**config.mk**
```make
export PLATFORM = sky130hd
export DESIGN_NAME = quoted_argument_tokenizer
export DESIGN_NICKNAME = d
export VERILOG_FILES = /design/src/qat_pkg.sv /design/src/quoted_argument_tokenizer.sv /design/src/qat_parser.sv /design/src/qat_queue.sv
export SDC_FILE = /design/constraint.sdc
export NUM_CORES = 1
export LEC_CHECK = 0
export BUFFER_PORTS_ARGS = -buffer_cell sky130_fd_sc_hd__buf_2
export CAP_MARGIN = 20
export CORE_UTILIZATION = 61
export DETAILED_ROUTE_END_ITERATION = 10
export PLACE_DENSITY = 0.86
export REMOVE_ABC_BUFFERS = 1
export SETUP_SLACK_MARGIN = 0.15
export SYNTH_ARGS = -nofsm -noshare
export SYNTH_HDL_FRONTEND = slang
export SYNTH_SLANG_ARGS = --single-unit
```
**constraint.sdc**
```tcl
create_clock -name clk -period 7.05 [get_ports clk]
set_input_delay 1.41 -clock clk [delete_from_list [all_inputs] [get_ports clk]]
set_output_delay 1.41 -clock clk [all_outputs]
set_load 0.01 [all_outputs]
```
**src/qat_pkg.sv**
```systemverilog
package qat_pkg;

  localparam logic [7:0] CH_SPACE  = 8'd32;
  localparam logic [7:0] CH_TAB    = 8'd9;
  localparam logic [7:0] CH_BSLASH = 8'd92;
  localparam logic [7:0] CH_QUOTE  = 8'd34;

  localparam logic [5:0] ARG_LIMIT_RESET = 6'd31;

  // Register index as decoded from paddr[2].
  localparam logic REG_ARG_LIMIT = 1'b0;

  localparam logic [1:0] STATUS_OK          = 2'd0;
  localparam logic [1:0] STATUS_STRAY_QUOTE = 2'd1;
  localparam logic [1:0] STATUS_AFTER_QUOTE = 2'd2;
  localparam logic [1:0] STATUS_NO_CLOSE    = 2'd3;

  localparam int QUEUE_DEPTH = 4;
  localparam int QUEUE_AW    = $clog2(QUEUE_DEPTH);

  typedef struct packed {
    logic       cmd;
    logic [7:0] data_byte;
  } in_word_t;

  typedef struct packed {
    logic       is_status;
    logic [7:0] arg_byte;
    logic [5:0] arg_index;
    logic       arg_end;
    logic [1:0] status;
    logic [5:0] args_found;
    logic       last;
  } out_word_t;

  // Results raised by one accepted word: count, then up to two words in order.
  typedef struct packed {
    logic [1:0] count;
    out_word_t  first;
    out_word_t  second;
  } push_t;

endpackage

```
**src/quoted_argument_tokenizer.sv**
```systemverilog
// Result words are registered in the result queue and offered in order, behind any words already queued.
// Throughput: one input word per cycle while the queue has room; an end word that releases a held byte
// raises two results, delivered in order from a four-word result queue.
// Input is taken while the queue has room for two words.
// Reset (rst, synchronous): parse state and queue are cleared, arg_limit returns to 31.
module quoted_argument_tokenizer (
  input  logic               clk,
  input  logic               rst,
  input  logic               item_valid,
  output logic               item_ready,
  input  qat_pkg::in_word_t  item,
  output logic               res_valid,
  input  logic               res_ready,
  output qat_pkg::out_word_t res,
  input  logic               psel,
  input  logic               penable,
  input  logic               pwrite,
  input  logic [2:0]         paddr,
  input  logic [31:0]        pwdata,
  output logic [31:0]        prdata,
  output logic               pready
);

  logic           take;
  logic           space;
  logic [5:0]     arg_limit;
  qat_pkg::push_t push;

  assign pready     = 1'b1;
  assign item_ready = space;
  assign take       = item_valid && item_ready;

  always_ff @(posedge clk) begin
    if (rst) begin
      arg_limit <= qat_pkg::ARG_LIMIT_RESET;
    end else if (psel && penable && pwrite && pready && paddr[2] == qat_pkg::REG_ARG_LIMIT) begin
      arg_limit <= pwdata[5:0];
    end
  end

  assign prdata = (paddr[2] == qat_pkg::REG_ARG_LIMIT) ? {26'd0, arg_limit} : 32'd0;

  qat_parser u_parser (
    .clk       (clk),
    .rst       (rst),
    .take      (take),
    .word      (item),
    .arg_limit (arg_limit),
    .push      (push)
  );

  qat_queue u_queue (
    .clk       (clk),
    .rst       (rst),
    .push      (push),
    .space     (space),
    .res_valid (res_valid),
    .res_ready (res_ready),
    .res       (res)
  );

endmodule

```
**src/qat_parser.sv**
```systemverilog
module qat_parser (
  input  logic             clk,
  input  logic             rst,
  input  logic             take,
  input  qat_pkg::in_word_t word,
  input  logic [5:0]       arg_limit,
  output qat_pkg::push_t   push
);

  typedef enum logic [2:0] {
    MODE_SKIP,
    MODE_UNQ,
    MODE_QUO,
    MODE_AFTER,
    MODE_IGNORE
  } mode_t;

  mode_t      mode, mode_next;
  logic       esc, esc_next;
  logic [7:0] held_byte, held_byte_next;
  logic       held_valid, held_valid_next;
  logic [5:0] completed, completed_next;
  logic [1:0] fail_code, fail_code_next;

  always_comb begin
    logic [7:0]         b;
    logic               ws;
    logic               emit;
    logic               emit_end;
    logic               store;
    qat_pkg::out_word_t byte_word;
    qat_pkg::out_word_t stat_word;

    b    = word.data_byte;
    ws   = (b == qat_pkg::CH_SPACE) || (b == qat_pkg::CH_TAB);
    emit = 1'b0;
    emit_end = 1'b0;
    store = 1'b0;

    mode_next       = mode;
    esc_next        = esc;
    held_byte_next  = held_byte;
    held_valid_next = held_valid;
    completed_next  = completed;
    fail_code_next  = fail_code;

    if (word.cmd) begin
      if (mode == MODE_UNQ && held_valid) begin
        emit           = 1'b1;
        emit_end       = 1'b1;
        completed_next = completed + 6'd1;
      end else if (mode == MODE_QUO) begin
        fail_code_next = qat_pkg::STATUS_NO_CLOSE;
      end
    end else begin
      case (mode)
        MODE_SKIP: begin
          if (!ws) begin
            if (completed >= arg_limit) begin
              mode_next = MODE_IGNORE;
            end else begin
              esc_next        = 1'b0;
              held_valid_next = 1'b0;
              if (b == qat_pkg::CH_QUOTE) begin
                mode_next = MODE_QUO;
              end else begin
                mode_next = MODE_UNQ;
                esc_next  = (b == qat_pkg::CH_BSLASH);
                // The first byte of an argument is held; nothing is emitted yet.
                held_byte_next  = b;
                held_valid_next = 1'b1;
              end
            end
          end
        end
        MODE_UNQ: begin
          if (esc) begin
            esc_next = 1'b0;
            store    = 1'b1;
          end else if (ws) begin
            emit            = held_valid;
            emit_end        = 1'b1;
            held_valid_next = 1'b0;
            if (held_valid) completed_next = completed + 6'd1;
            mode_next = MODE_SKIP;
          end else if (b == qat_pkg::CH_QUOTE) begin
            fail_code_next  = qat_pkg::STATUS_STRAY_QUOTE;
            mode_next       = MODE_IGNORE;
            held_valid_next = 1'b0;
            esc_next        = 1'b0;
          end else begin
            esc_next = (b == qat_pkg::CH_BSLASH);
            store    = 1'b1;
          end
        end
        MODE_QUO: begin
          if (esc) begin
            esc_next = 1'b0;
            store    = 1'b1;
          end else if (b == qat_pkg::CH_QUOTE) begin
            emit            = held_valid;
            emit_end        = 1'b1;
            held_valid_next = 1'b0;
            if (held_valid) completed_next = completed + 6'd1;
            mode_next = MODE_AFTER;
          end else begin
            esc_next = (b == qat_pkg::CH_BSLASH);
            store    = 1'b1;
          end
        end
        MODE_AFTER: begin
          if (ws) begin
            mode_next = MODE_SKIP;
          end else begin
            fail_code_next  = qat_pkg::STATUS_AFTER_QUOTE;
            mode_next       = MODE_IGNORE;
            held_valid_next = 1'b0;
            esc_next        = 1'b0;
          end
        end
        default: begin
          mode_next = MODE_IGNORE;
        end
      endcase
      if (store) begin
        // The previous byte is released once its successor is known.
        emit            = held_valid;
        emit_end        = 1'b0;
        held_byte_next  = b;
        held_valid_next = 1'b1;
      end
    end

    byte_word            = '0;
    byte_word.arg_byte   = held_byte;
    byte_word.arg_index  = completed + 6'd1;
    byte_word.arg_end    = emit_end;
    byte_word.last       = !word.cmd;

    stat_word            = '0;
    stat_word.is_status  = 1'b1;
    stat_word.status     = fail_code_next;
    stat_word.args_found = completed_next;
    stat_word.last       = 1'b1;

    push = '0;
    if (take) begin
      if (word.cmd) begin
        if (emit) begin
          push.count  = 2'd2;
          push.first  = byte_word;
          push.second = stat_word;
        end else begin
          push.count = 2'd1;
          push.first = stat_word;
        end
      end else if (emit) begin
        push.count = 2'd1;
        push.first = byte_word;
      end
    end

    // The end word returns the message state to its reset values.
    if (word.cmd) begin
      mode_next       = MODE_SKIP;
      esc_next        = 1'b0;
      held_valid_next = 1'b0;
      completed_next  = '0;
      fail_code_next  = qat_pkg::STATUS_OK;
    end
  end

  always_ff @(posedge clk) begin
    if (rst) begin
      mode       <= MODE_SKIP;
      esc        <= 1'b0;
      held_valid <= 1'b0;
      completed  <= '0;
      fail_code  <= qat_pkg::STATUS_OK;
    end else if (take) begin
      mode       <= mode_next;
      esc        <= esc_next;
      held_valid <= held_valid_next;
      completed  <= completed_next;
      fail_code  <= fail_code_next;
    end
  end

  always_ff @(posedge clk) begin
    if (take) held_byte <= held_byte_next;
  end

endmodule

```
**src/qat_queue.sv**
```systemverilog
module qat_queue (
  input  logic               clk,
  input  logic               rst,
  input  qat_pkg::push_t     push,
  output logic               space,
  output logic               res_valid,
  input  logic               res_ready,
  output qat_pkg::out_word_t res
);

  qat_pkg::out_word_t mem [qat_pkg::QUEUE_DEPTH];

  logic [qat_pkg::QUEUE_AW-1:0] wr_ptr, rd_ptr;
  logic [qat_pkg::QUEUE_AW:0]   count, count_next;
  logic                         pop;

  assign pop       = res_valid && res_ready;
  assign res_valid = (count != '0);
  assign res       = mem[rd_ptr];
  // Room for the two words an end word may raise, whatever the reader does.
  assign space     = (count <= (qat_pkg::QUEUE_AW + 1)'(qat_pkg::QUEUE_DEPTH - 2));

  assign count_next = count + (qat_pkg::QUEUE_AW + 1)'(push.count)
                    - (qat_pkg::QUEUE_AW + 1)'(pop);

  always_ff @(posedge clk) begin
    if (rst) begin
      wr_ptr <= '0;
      rd_ptr <= '0;
      count  <= '0;
    end else begin
      wr_ptr <= wr_ptr + qat_pkg::QUEUE_AW'(push.count);
      if (pop) rd_ptr <= rd_ptr + 1'b1;
      count <= count_next;
    end
  end

  always_ff @(posedge clk) begin
    if (push.count != 2'd0) mem[wr_ptr] <= push.first;
    if (push.count == 2'd2) mem[wr_ptr + 1'b1] <= push.second;
  end

endmodule
```
---- Word level (Yosys, flattened, before mapping) ----
Memory sizes are Yosys's and may differ from the RTL's. A register that Yosys moved wholly into a read port is not among the register bits.
Cells that the tools add are included.
storage, ports and cells
  memories ................................ 1
  RAM bits ................................ 100
  register bits ........................... 34
  input bits .............................. 51
  output and inout port bits .............. 60
operators by class
  bitwise operators ....................... 2
  equal/unequal tests ..................... 22
  muxes and demuxes ....................... 86
  $lt $le $gt $ge ......................... 2
  $add $sub $neg .......................... 6
  reduce and logical (&&, ||, !) cells .... 18
memories
  memory       words  bits a word  read ports  clocked after Yosys merged registers in  write ports  line             text
  u_queue.mem  4      25           1           1                                        2            qat_queue.sv:11  qat_pkg::out_word_t mem [qat_pkg::QUEUE_DEPTH];
operator list
  operator                                              count
  two-way mux 27 bit                                    2
  two-way mux 6 bit                                     9
  two-way mux 52 bit                                    1
  two-way mux 25 bit                                    2
  two-way mux 8 bit                                     5
  two-way mux 1 bit                                     38
  two-way mux 3 bit                                     9
  two-way mux 26 bit                                    1
  two-way mux 2 bit                                     11
  inequality test 3 bit (second input constant)         6
  AND reduction 6 bit                                   3
  equality test 8 x 6 -> 1 bit (second input constant)  2
  inequality test 4 bit (second input constant)         4
  one-hot mux 3 bit (4 select lines)                    1
  one-hot mux 6 bit (2 select lines)                    1
  equality test 8 x 4 -> 1 bit (second input constant)  1
  equality test 8 x 7 -> 1 bit (second input constant)  1
  one-hot mux 1 bit (4 select lines)                    2
  adder 6 x 1 -> 6 bit (second input constant)          1
  equality test 3 x 2 -> 1 bit (second input constant)  2
  greater-or-equal comparator 6 bit                     1
  logical AND 1 bit                                     6
  inequality test 2 bit (second input constant)         3
  one-hot mux 1 bit (2 select lines)                    3
  other kinds (18)                                      21

---- Logic depth before layout (Yosys ltp) ----
Gate-level depths: netlist of run 1.
  depth in word-level cells ............... 14
  mapped depth ............................ 10
  mapped depth without buffers ............ 9

---- Modules after synthesis ----
Synthesis of run 1 repeated with hierarchy kept, for this count alone.
second synthesis, totals
  cells, all modules ...................... 602
  area, all modules ....................... 7756.2 um2
by module, submodules not included
  module                     times used  sequential area each (um2)  area an instance (um2)  cells an instance
  qat_queue                  1           3183.1                      5368.9                  297
  qat_parser                 1           500.5                       1863.0                  242
  quoted_argument_tokenizer  1           120.1                       524.3                   63

---- Worst setup path before layout of run 1 ----
Ideal clock, no wire load.
  path type ............................... in2reg
  from .................................... in item[4] (netlist bit)
  to ...................................... reg u_queue.count[2] (netlist bit)
  setup time .............................. 128 ps
  buffers on the path ..................... 1
  cell stages on the path ................. 10
  arrival time ............................ 3481 ps
  slack ................................... 3442 ps
  required time ........................... 6922 ps
  cell sequence ........................... or4_1 buf_2 o31ai_4 a21oi_2 mux2i_1 nor2_1 ha_1 fa_1 xnor2_1 nor2_1
between the ends
  cells in the longest elaborated chain, start to end .. 13
  elaborated cells between the ends (all ways) .. 23
  those cells by class .................... 2 x add/sub; 3 x eq/ne; 17 x mux; 1 x reduce/logical
ends and longest elaborated chain
  what                                                             line                                                   text
  start, declared                                                  quoted_argument_tokenizer.sv:11                        input qat_pkg::in_word_t item,
  equality test 8 x 6 -> 1 bit (tied with other cells)             qat_parser.sv:86, qat_parser.sv:100
  two-way mux 1 bit / logical OR 1 bit (equally long branches)     qat_parser.sv:86, qat_parser.sv:100, qat_parser.sv:35
  two-way mux 1 bit                                                qat_parser.sv:80                                       end else if (ws) begin
  two-way mux 1 bit                                                qat_parser.sv:77                                       if (esc) begin
  one-hot mux 1 bit (2 select lines)                               qat_parser.sv:56                                       case (mode)
  two-way mux 1 bit                                                qat_parser.sv:47                                       if (word.cmd) begin
  two-way mux 1 bit *                                              qat_parser.sv:125                                      if (store) begin
  two-way mux 1 bit *                                              qat_parser.sv:47
  two-way mux 26 bit / two-way mux 27 bit (equally long branches)  qat_parser.sv:157, qat_parser.sv:149
  two-way mux 27 bit *                                             qat_parser.sv:148                                      if (word.cmd) begin
  two-way mux 52 bit *                                             qat_parser.sv:147                                      if (take) begin
  adder 3 x 2 -> 3 bit *                                           qat_queue.sv:23                                        assign count_next = count + (qat_pkg::QUEUE_AW + 1)'(push.count)
  subtractor 3 x 1 -> 3 bit *                                      qat_queue.sv:24                                        - (qat_pkg::QUEUE_AW + 1)'(pop);
  end signal, assigned                                             qat_queue.sv:34                                        count <= count_next;
  end, declared                                                    qat_queue.sv:14                                        logic [qat_pkg::QUEUE_AW:0] count, count_next;
Every way passes the cells marked *; elsewhere a longest branch is shown, timed or not. The select of a mux whose other input is x is not followed.
A chain may end at the register's enable or synchronous reset.

==> summary.md, run 1 <==
| Metric | Value |
|---|---|
| DRC violations left | 0 |
| Net Sw Frac | between 20 and 30% |
| Final core utilization | a little over two thirds |
| Average instance area after synthesis | ~11 um^2 |
| RSZ-0062 raised after global routing | false |
| Crit Path Class | flip-flop to output pin |
| Number of vias in the routed layout | between 4000 and 5000 |
| Crit path DAT | around 2200 ps |
| Share of total power in combinational logic | ~17% |
| Synth cell types | 66 |
| Number of buffers on the longest clock path | 2 |
| Register-to-register path setup slack | around 3800 ps |
| Clk sinks | 136 |
| Most frequent cells in the layout | sky130_fd_sc_hd__dfxtp_1, sky130_fd_sc_hd__nor2_1, sky130_fd_sc_hd__buf_2 |
| Part of the Yosys area used for sequential elements | about 49% |
| Sum of buffers and inverters on the critical path | 1 |
| Max-slew violation count | 0 |
| Core Area | around 0.010 mm^2 |
| Proportion of synthesized flip-flops having asynchronous set or reset | 0% |
| Sequential share of power | between 40% and 50% |
| Hold depth | 1 |
| Net load switching power | 592 uW |
| Met3 track demand over resource in global routing | under 10% |
| Floorplan die area | between 0.01 and 0.015 mm^2 |
| Row cnt | 37 |
| Clock power share | 38.4% |
| Class of the tightest hold or removal check | flip-flop to flip-flop |
| Startpoint Class | flip-flop |
| Worst r2r dst | u_queue.count[2]$_SDFF_PP0_ |
| EDFF count, synth | 48 |
| Clock root buffer | sky130_fd_sc_hd__clkbuf_8 |
| Antenna viol nets, final | 0 |
| Clock network latency to the later pin of the worst-skew pair | 530 ps |
| Worst stage delay on the critical path | roughly 910 ps |
| Power per standard cell area | around 290 mW/mm^2 |
| Non-Filler Instances | a little under 800 |
| Pleak | about 2.9 nW |
| Global-route usage over all layers | 28.4% |
| Number of buffers created by CTS | 17 |
| Endpoint class of the critical path | output pin |
| Initial core utilization | between 60% and 70% |
| Maximum net fanout on the critical path | 25 |
| Largest net degree at the start of global routing | 40 |
| Resize count post-CTS | 0 |
| X dimension of the die | between 100 and 150 um |
| Actual slew at the worst max-slew pin | between 1000 and 1500 ps |
| Post-Route WL | roughly 15 mm |
| Global-route wire length before repair | roughly 24 mm |
| Hold path endpoint | arg_limit[2]$_SDFFE_PP1P_ |
| Post-CTS repair timing setup buffer count | 0 |
| Result of the run | finished clean |
| Ys flop type | sky130_fd_sc_hd__dfxtp_1 |
| Ratio of cells with drive above 1 in the final layout | 19.6% |
| Clock edge transition at the registers on the reported setup and hold paths | around 60 ps |
| Initial DRC count | 508 |
| Cells along the critical path | mux4_2 -> buf_2 |
| Height of the chip | 106 um |
| Net count, final | approximately 700 |
| Routed WL per cell | approximately 19 um |
| P_int | between 1.5 and 2 mW |
| Antenna diode count | 0 |
| Gate Count Post-Synth | 607 |
| Worst path top cell family by delay | flip-flops |
| Master of the slowest instance on the critical path | sky130_fd_sc_hd__dfxtp_2 |
| TNS Setup | 0 ps |
| Vias in the first global route | around 4900 |
| Relative area change from synthesis to final layout | 11.2% |
| IO buf count | 55 |
| Top-Level Pins | 111 |
| First-pass iteration count of the detailed router | 6 |
| Worst Path Required | between 5000 and 6000 ps |
| Setup violations, final | 0 |
| Synth Register Bits | 136 |
| Final weighted congestion of routability-driven global placement | 0.939 |
| Post-DR vias/cell | a little over 6 |
| Post-synthesis cell area | 0.00657 mm^2 |
| GRT Max-Usage Layer | met2 |
| Peak clock frequency supported by timing | 0.275 GHz |
| Number of buffers inserted for hold repair after clock tree synthesis | 0 |
| Hold Path Origin | arg_limit[2]$_SDFFE_PP1P_ |
| Most common cell after layout, fill and taps aside | sky130_fd_sc_hd__dfxtp_1 |
| Synth Warn # | 0 |
| Crit path time final | 3640 ps |
| Final hold viol count | 0 |
| Number of antenna violations at the first check in global routing | 0 |
| GR met2 Demand/Resource | 47.5% |
| Worst reg-to-reg path cell count | 9 |
| TritonCTS clock tree | done |
| Max-cap violation count | 0 |
| Met1 global-route usage | between 30% and 40% |
| Ratio of final minimum period to clock period | 51.7% |
| Total half-perimeter wirelength after legalization and detailed placement | about 10 mm |
| Normalized max-slew margin | 26.8% |
| Reg2reg start | u_parser.mode[0]$_SDFFE_PP0P_ |
| Clk_skew | about 8.5 ps |
| VDD IR max | around 280 uV |
| H-tree lvl count | 4 |
| Dpl cells | between 700 and 800 |
| Total congestion overflow after global routing | 0 |
## cells by family after synthesis
kind of cell | count (synthesis) | synth area share (%)
compound gates | 140 | 16.1
xor+xnor | 15 | 2.00
fa+ha+maj | 12 | 2.40
buf+inv | 91 | 7.24
flops | 136 | 48.7
mux | 35 | 10.1
other cells | 2 | 0.114
simple gates | 176 | 13.3
## registers in the layout (all words and copies together) (netlist names), named ones only
| signal | flops |
|---|---|
| u_queue.mem | 100 |
| u_queue.wr_ptr | 2 |
| u_parser.held_valid | 1 |
| arg_limit | 6 |
| u_queue.rd_ptr | 2 |
| u_queue.count | 3 |
| u_parser.fail_code | 2 |
| u_parser.esc | 1 |
| u_parser.completed | 6 |
| u_parser.mode | 3 |
| u_parser.held_byte | 8 |
## area by class of cell
class	count	area, um^2
Tap cell	136	170
Clock inverter	9	65.1
Fill cell	732	3070
Inverter	27	101
Clock buffer	23	477
Sequential cell	136	3200
Timing Repair Buffer	57	290
Multi-Input combinational cell	405	3000
## routing by layer
metal | vias to the layer above | wire (um)
li1 | 2258 | -
met1 | 2398 | 6080
met2 | 231 | 7440
met3 | 38 | 1040
met4 | 0 | 328
met5 | - | 0
## synthesized netlist by cell type, types with 4 or more instances
library cell,count,area [um^2]
sky130_fd_sc_hd__xnor2_1,10,87.6
sky130_fd_sc_hd__dfxtp_1,88,1760
sky130_fd_sc_hd__a211o_1,5,43.8
sky130_fd_sc_hd__and3_1,4,25.0
sky130_fd_sc_hd__a22o_1,53,464
sky130_fd_sc_hd__nand2b_1,7,43.8
sky130_fd_sc_hd__a21oi_1,22,110
sky130_fd_sc_hd__inv_1,27,101
sky130_fd_sc_hd__a22oi_1,4,30.0
sky130_fd_sc_hd__o31ai_1,4,30.0
sky130_fd_sc_hd__mux2i_1,10,100
sky130_fd_sc_hd__nor2b_1,7,43.8
sky130_fd_sc_hd__mux4_2,25,563
sky130_fd_sc_hd__edfxtp_1,48,1440
sky130_fd_sc_hd__buf_2,5,25.0
sky130_fd_sc_hd__o21ai_0,12,60.1
sky130_fd_sc_hd__a31oi_1,4,25.0
sky130_fd_sc_hd__nor3_1,9,45.0
sky130_fd_sc_hd__a21o_1,7,52.6
sky130_fd_sc_hd__nand2_1,29,109
sky130_fd_sc_hd__nand3_1,10,50.1
sky130_fd_sc_hd__buf_1,5,18.8
sky130_fd_sc_hd__xor2_1,5,43.8
sky130_fd_sc_hd__o21ai_1,6,30.0
sky130_fd_sc_hd__ha_1,11,138
sky130_fd_sc_hd__clkbuf_1,22,82.6
sky130_fd_sc_hd__nor2_1,81,304
sky130_fd_sc_hd__buf_4,30,225
## power groups by stage
stage | combinational (mW) | clock, mW | sequential, mW
5_1_grt | 0.387 | 0.839 | 0.947
2_1_floorplan | 0.246 | 0 | 0.935
3_5_place_dp | 0.353 | 0 | 0.952
3_3_place_gp | 0.339 | 0 | 0.948
4_1_cts | 0.356 | 0.804 | 0.935
6_report | 0.357 | 0.804 | 0.934
## worst max path at each step
stage	start	to	slack, ps	cells after the start
floorplan	item[4]	u_queue.count[2]$_SDFF_PP0_	3420	9
global placement	item[4]	u_queue.count[2]$_SDFF_PP0_	3040	10
detailed placement	item[4]	u_queue.count[2]$_SDFF_PP0_	2940	10
CTS	flip-flop	res[21]	3330	2
global route	flip-flop	res[14]	3210	2
finish	flip-flop	res[21]	3410	2
## metrics by stage
stage / setup slack [ps] / power, mW / hold WS (ps) / cell area [um^2]
floorplan: 3420 / 1.18 / 435 / 6290
global placement: 3040 / 1.29 / 446 / 6760
global route: 3210 / 2.17 / 491 / 7300
finish: 3410 / 2.09 / 461 / 7300
CTS: 3330 / 2.10 / 464 / 7300
detailed placement: 2940 / 1.30 / 450 / 6760
Note: power is estimated with default switching activity, not from simulation.
==> inputs of run 2 (changes only) <==
--- a/config.mk
+++ b/config.mk
@@ -5,11 +5,12 @@
 export SDC_FILE = /design/constraint.sdc
 export NUM_CORES = 1
 export LEC_CHECK = 0
+export ABC_AREA = 1
 export BUFFER_PORTS_ARGS = -buffer_cell sky130_fd_sc_hd__buf_2
 export CAP_MARGIN = 20
-export CORE_UTILIZATION = 61
+export CORE_UTILIZATION = 52
 export DETAILED_ROUTE_END_ITERATION = 10
-export PLACE_DENSITY = 0.86
+export PLACE_DENSITY = 0.77
 export REMOVE_ABC_BUFFERS = 1
 export SETUP_SLACK_MARGIN = 0.15
 export SYNTH_ARGS = -nofsm -noshare
==> constraint.sdc (replaced) <==
create_clock -name clk -period 3.04 [get_ports clk]
set_input_delay 0.608 -clock clk [delete_from_list [all_inputs] [get_ports clk]]
set_output_delay 0.608 -clock clk [all_outputs]
set_load 0.01 [all_outputs]
==> run 2 against run 1 <==
- sequential power grew to 2.7 times the previous value
- die area is 25% higher
- setup slack worse by 2900 ps
- core utilization is 11 points lower
- largest power group unchanged
==> summary.md, run 2 <==
| Metric | Value |
|---|---|
| H-tree lvl count | 4 |
| Ratio of cells with drive above 1 in the final layout | between 10% and 20% |
| Total half-perimeter wirelength after legalization and detailed placement | 10.9 mm |
| Power per standard cell area | about 820 mW/mm^2 |
| Reg2reg start | u_parser.mode[0]$_SDFFE_PP0P_ |
| Height of the chip | 118 um |
| Proportion of synthesized flip-flops having asynchronous set or reset | 0% |
| Clock network latency to the later pin of the worst-skew pair | between 400 and 500 ps |
| DRC violations left | 0 |
| Number of buffers on the longest clock path | 2 |
| Part of the Yosys area used for sequential elements | approximately 46% |
| Total congestion overflow after global routing | 0 |
| Final hold viol count | 0 |
| Worst reg-to-reg path cell count | 12 |
| Synthesized-area fraction occupied by and/or/nand/nor cells | approximately 25% |
| Max-cap violation count | 0 |
| First-pass iteration count of the detailed router | 5 |
| Fill cell instance count of the final layout | about 1200 |
| Clock edge transition at the registers on the reported setup and hold paths | approximately 60 ps |
| Actual slew at the worst max-slew pin | 831 ps |
| Post-synthesis cell area | between 0.007 and 0.008 mm^2 |
| Non-Filler Instances | ~1200 |
| VDD IR max | ~300 uV |
| Cells along the critical path | inv_1 -> o21ai_0 -> o22ai_1 -> buf_2 |
| Setup violations, final | 0 |
| Synth cell types | 37 |
| Ys flop type | sky130_fd_sc_hd__dfxtp_1 |
| Relative area change from synthesis to final layout | 12.7% |
| Antenna viol nets, final | 0 |
| Top-Level Pins | roughly 110 |
| Startpoint Class | flip-flop |
| Registers with the most flip-flops | u_queue.mem (100), u_parser.held_byte (8) |
| Global-route usage over all layers | between 20% and 30% |
| Crit path time final | roughly 2500 ps |
| TritonCTS clock tree | done |
| Post-CTS repair timing setup buffer count | 0 |
| Largest net degree at the start of global routing | 66 |
| Dpl cells | ~1100 |
| Most frequent cells in the layout | sky130_fd_sc_hd__nor2_1, sky130_fd_sc_hd__nand2_1, sky130_fd_sc_hd__dfxtp_1 |
| Register ranked first by flip-flop count | u_queue.mem |
| Pleak | 3.57 nW |
| TNS Setup | 0 ps |
| Initial DRC count | around 540 |
| Max-slew violation count | 0 |
| Gate Count Post-Synth | roughly 900 |
| Net count, final | ~1000 |
| Average instance area after synthesis | 7.66 um^2 |
| RSZ-0062 raised after global routing | false |
| Number of vias in the routed layout | 6164 |
| Top cells by area, synth | sky130_fd_sc_hd__dfxtp_1, sky130_fd_sc_hd__edfxtp_1, sky130_fd_sc_hd__nor2_1 |
| Dominant cell type by area after synthesis | sky130_fd_sc_hd__dfxtp_1 |
| Tightest hold margin | about 390 ps |
| Final Total Pwr | between 6 and 7 mW |
| Resize count post-CTS | 0 |
| Worst r2r dst | u_queue.count[2]$_SDFF_PP0_ |
| Mux share of post-synthesis cell area | 0% |
| Largest family of logic cells by synthesized area | simple AND/OR/NAND/NOR gates |
| Fraction of the mapped netlist area in compound gates | 15.8% |
| Synth Warn # | 0 |
| Master of the slowest instance on the critical path | sky130_fd_sc_hd__inv_1 |
| Maximum net fanout on the critical path | 26 |
| Routed WL per cell | 14.3 um |
| Clk sinks | 136 |
| Number of buffers inserted for hold repair after clock tree synthesis | 0 |
| Initial core utilization | between 50% and 60% |
| Antenna diode count | 0 |
| Vias in the first global route | roughly 5700 |
| Normalized max-slew margin | between 40 and 50% |
| Final weighted congestion of routability-driven global placement | 0.959 |
| Post-synthesis adder-cell area fraction | about 2.2% |
| Register-to-register path setup slack | between 600 and 700 ps |
| Clock root buffer | sky130_fd_sc_hd__clkbuf_16 |
| Endpoint class of the critical path | output pin |
| Core Area | roughly 0.013 mm^2 |
| Clk_skew | roughly 4.4 ps |
| Hold Path Origin | item[1] |
| Class of the tightest hold or removal check | input pin to flip-flop |
| Row cnt | between 40 and 50 |
| X dimension of the die | around 120 um |
| Worst stage delay on the critical path | about 600 ps |
| Synth Register Bits | about 140 |
| Hold depth | 1 |
| Floorplan die area | roughly 0.014 mm^2 |
| Final core utilization | ~60% |
| Most frequent cells after synthesis | sky130_fd_sc_hd__nor2_1, sky130_fd_sc_hd__nand2_1, sky130_fd_sc_hd__dfxtp_1, sky130_fd_sc_hd__o21ai_0, sky130_fd_sc_hd__nand3_1 |
| Most frequent cell after synthesis | sky130_fd_sc_hd__nor2_1 |
| Global-route wire length before repair | roughly 27 mm |
| Ratio of final minimum period to clock period | 83.8% |
| Result of the run | finished clean |
| IO buf count | between 50 and 60 |
| Post-Route WL | 16.4 mm |
| Number of buffers created by CTS | 17 |
| Peak clock frequency supported by timing | about 0.4 GHz |
| Most common cell after layout, fill and taps aside | sky130_fd_sc_hd__nor2_1 |
| Post-Synth XOR/XNOR Area | less than 1% |
| Post-DR vias/cell | roughly 5.4 |
| Number of antenna violations at the first check in global routing | 0 |
| Crit Path Class | flip-flop to output pin |
| EDFF count, synth | 48 |
| Crit path DAT | roughly 1900 ps |
| Portion of synthesized cell area occupied by the leading cell type | about a quarter |
| Flip-flop count of the largest register, all copies and words added | 100 |
| Hold path endpoint | u_parser.held_byte[1]$_DFFE_PP_ |
| Worst Path Required | roughly 2400 ps |
run 2: cell count changes in the layout (fill, tap and decap cells not counted), sizes merged, moves of 18 or more:
cell   previous run  this run
nand2            30       142
nor2             81       174
o21ai            18        88
nand3            11        75
a22o             53         0
a21oi            23        72
inv              31        72
mux4             25         0
o22ai             2        27
buf              57        75
run 2: cell families after synthesis:
| family | after synthesis |
|---|---|
| simple gates | 417 |
| fa+ha+maj | 12 |
| xor+xnor | 6 |
| compound gates | 199 |
| flops | 136 |
| other cells | 2 |
| buf+inv | 146 |
run 2: worst max-delay path: cells and delay by family (launching register included):
| kind | cells | cell delay (ps) |
|---|---|---|
| buffers and inverters | 2 | 770 |
| flip-flops | 1 | 310 |
| AO/OA/AOI/OAI | 2 | 410 |
run 2: routing by layer:
layer  wire (um)  track usage, %  up-vias
li1            -               -     3107
met1        7100            31.3     2809
met2        7920            40.6      212
met3        1050            5.60       36
met4         366            9.21        0
met5           0               0        -
run 2: report_power, final:
part           total, mW  switching [mW]  internal, mW
clock               2.03           0.749          1.28
sequential          2.49           0.208          2.29
combinational       2.02            1.28         0.733
total               6.54            2.24          4.30
run 2: worst max-delay path by stage:
stage                   start                     endpoint  slack (ps)
floorplan             item[7]  u_queue.mem[2][0]$_DFFE_PP_        -190
global placement      item[7]  u_queue.count[1]$_SDFF_PP0_         230
detailed placement    item[7]  u_queue.count[1]$_SDFF_PP0_         210
CTS                 flip-flop                      res[24]         460
global route        flip-flop                      res[24]         310
finish              flip-flop                      res[24]         490
run 2: layout make-up:
class,instances,area (um^2),share of cell area (%)
clock buffers,23,488,6.15
clock inverters,9,96.3,1.21
inverters,72,270,3.41
multi-input cells,661,3200,40.4
flip-flops and latches,136,3200,40.4
well taps,176,220,2.78
repair buffers,75,450,5.68
run 2: stage by stage:
stage          instance area [um^2]  setup slack (ps)
5_1_grt                        7930               313
3_3_place_gp                   7350               227
6_report                       7930               493
2_1_floorplan                  6670              -186
4_1_cts                        7930               465
3_5_place_dp                   7350               214
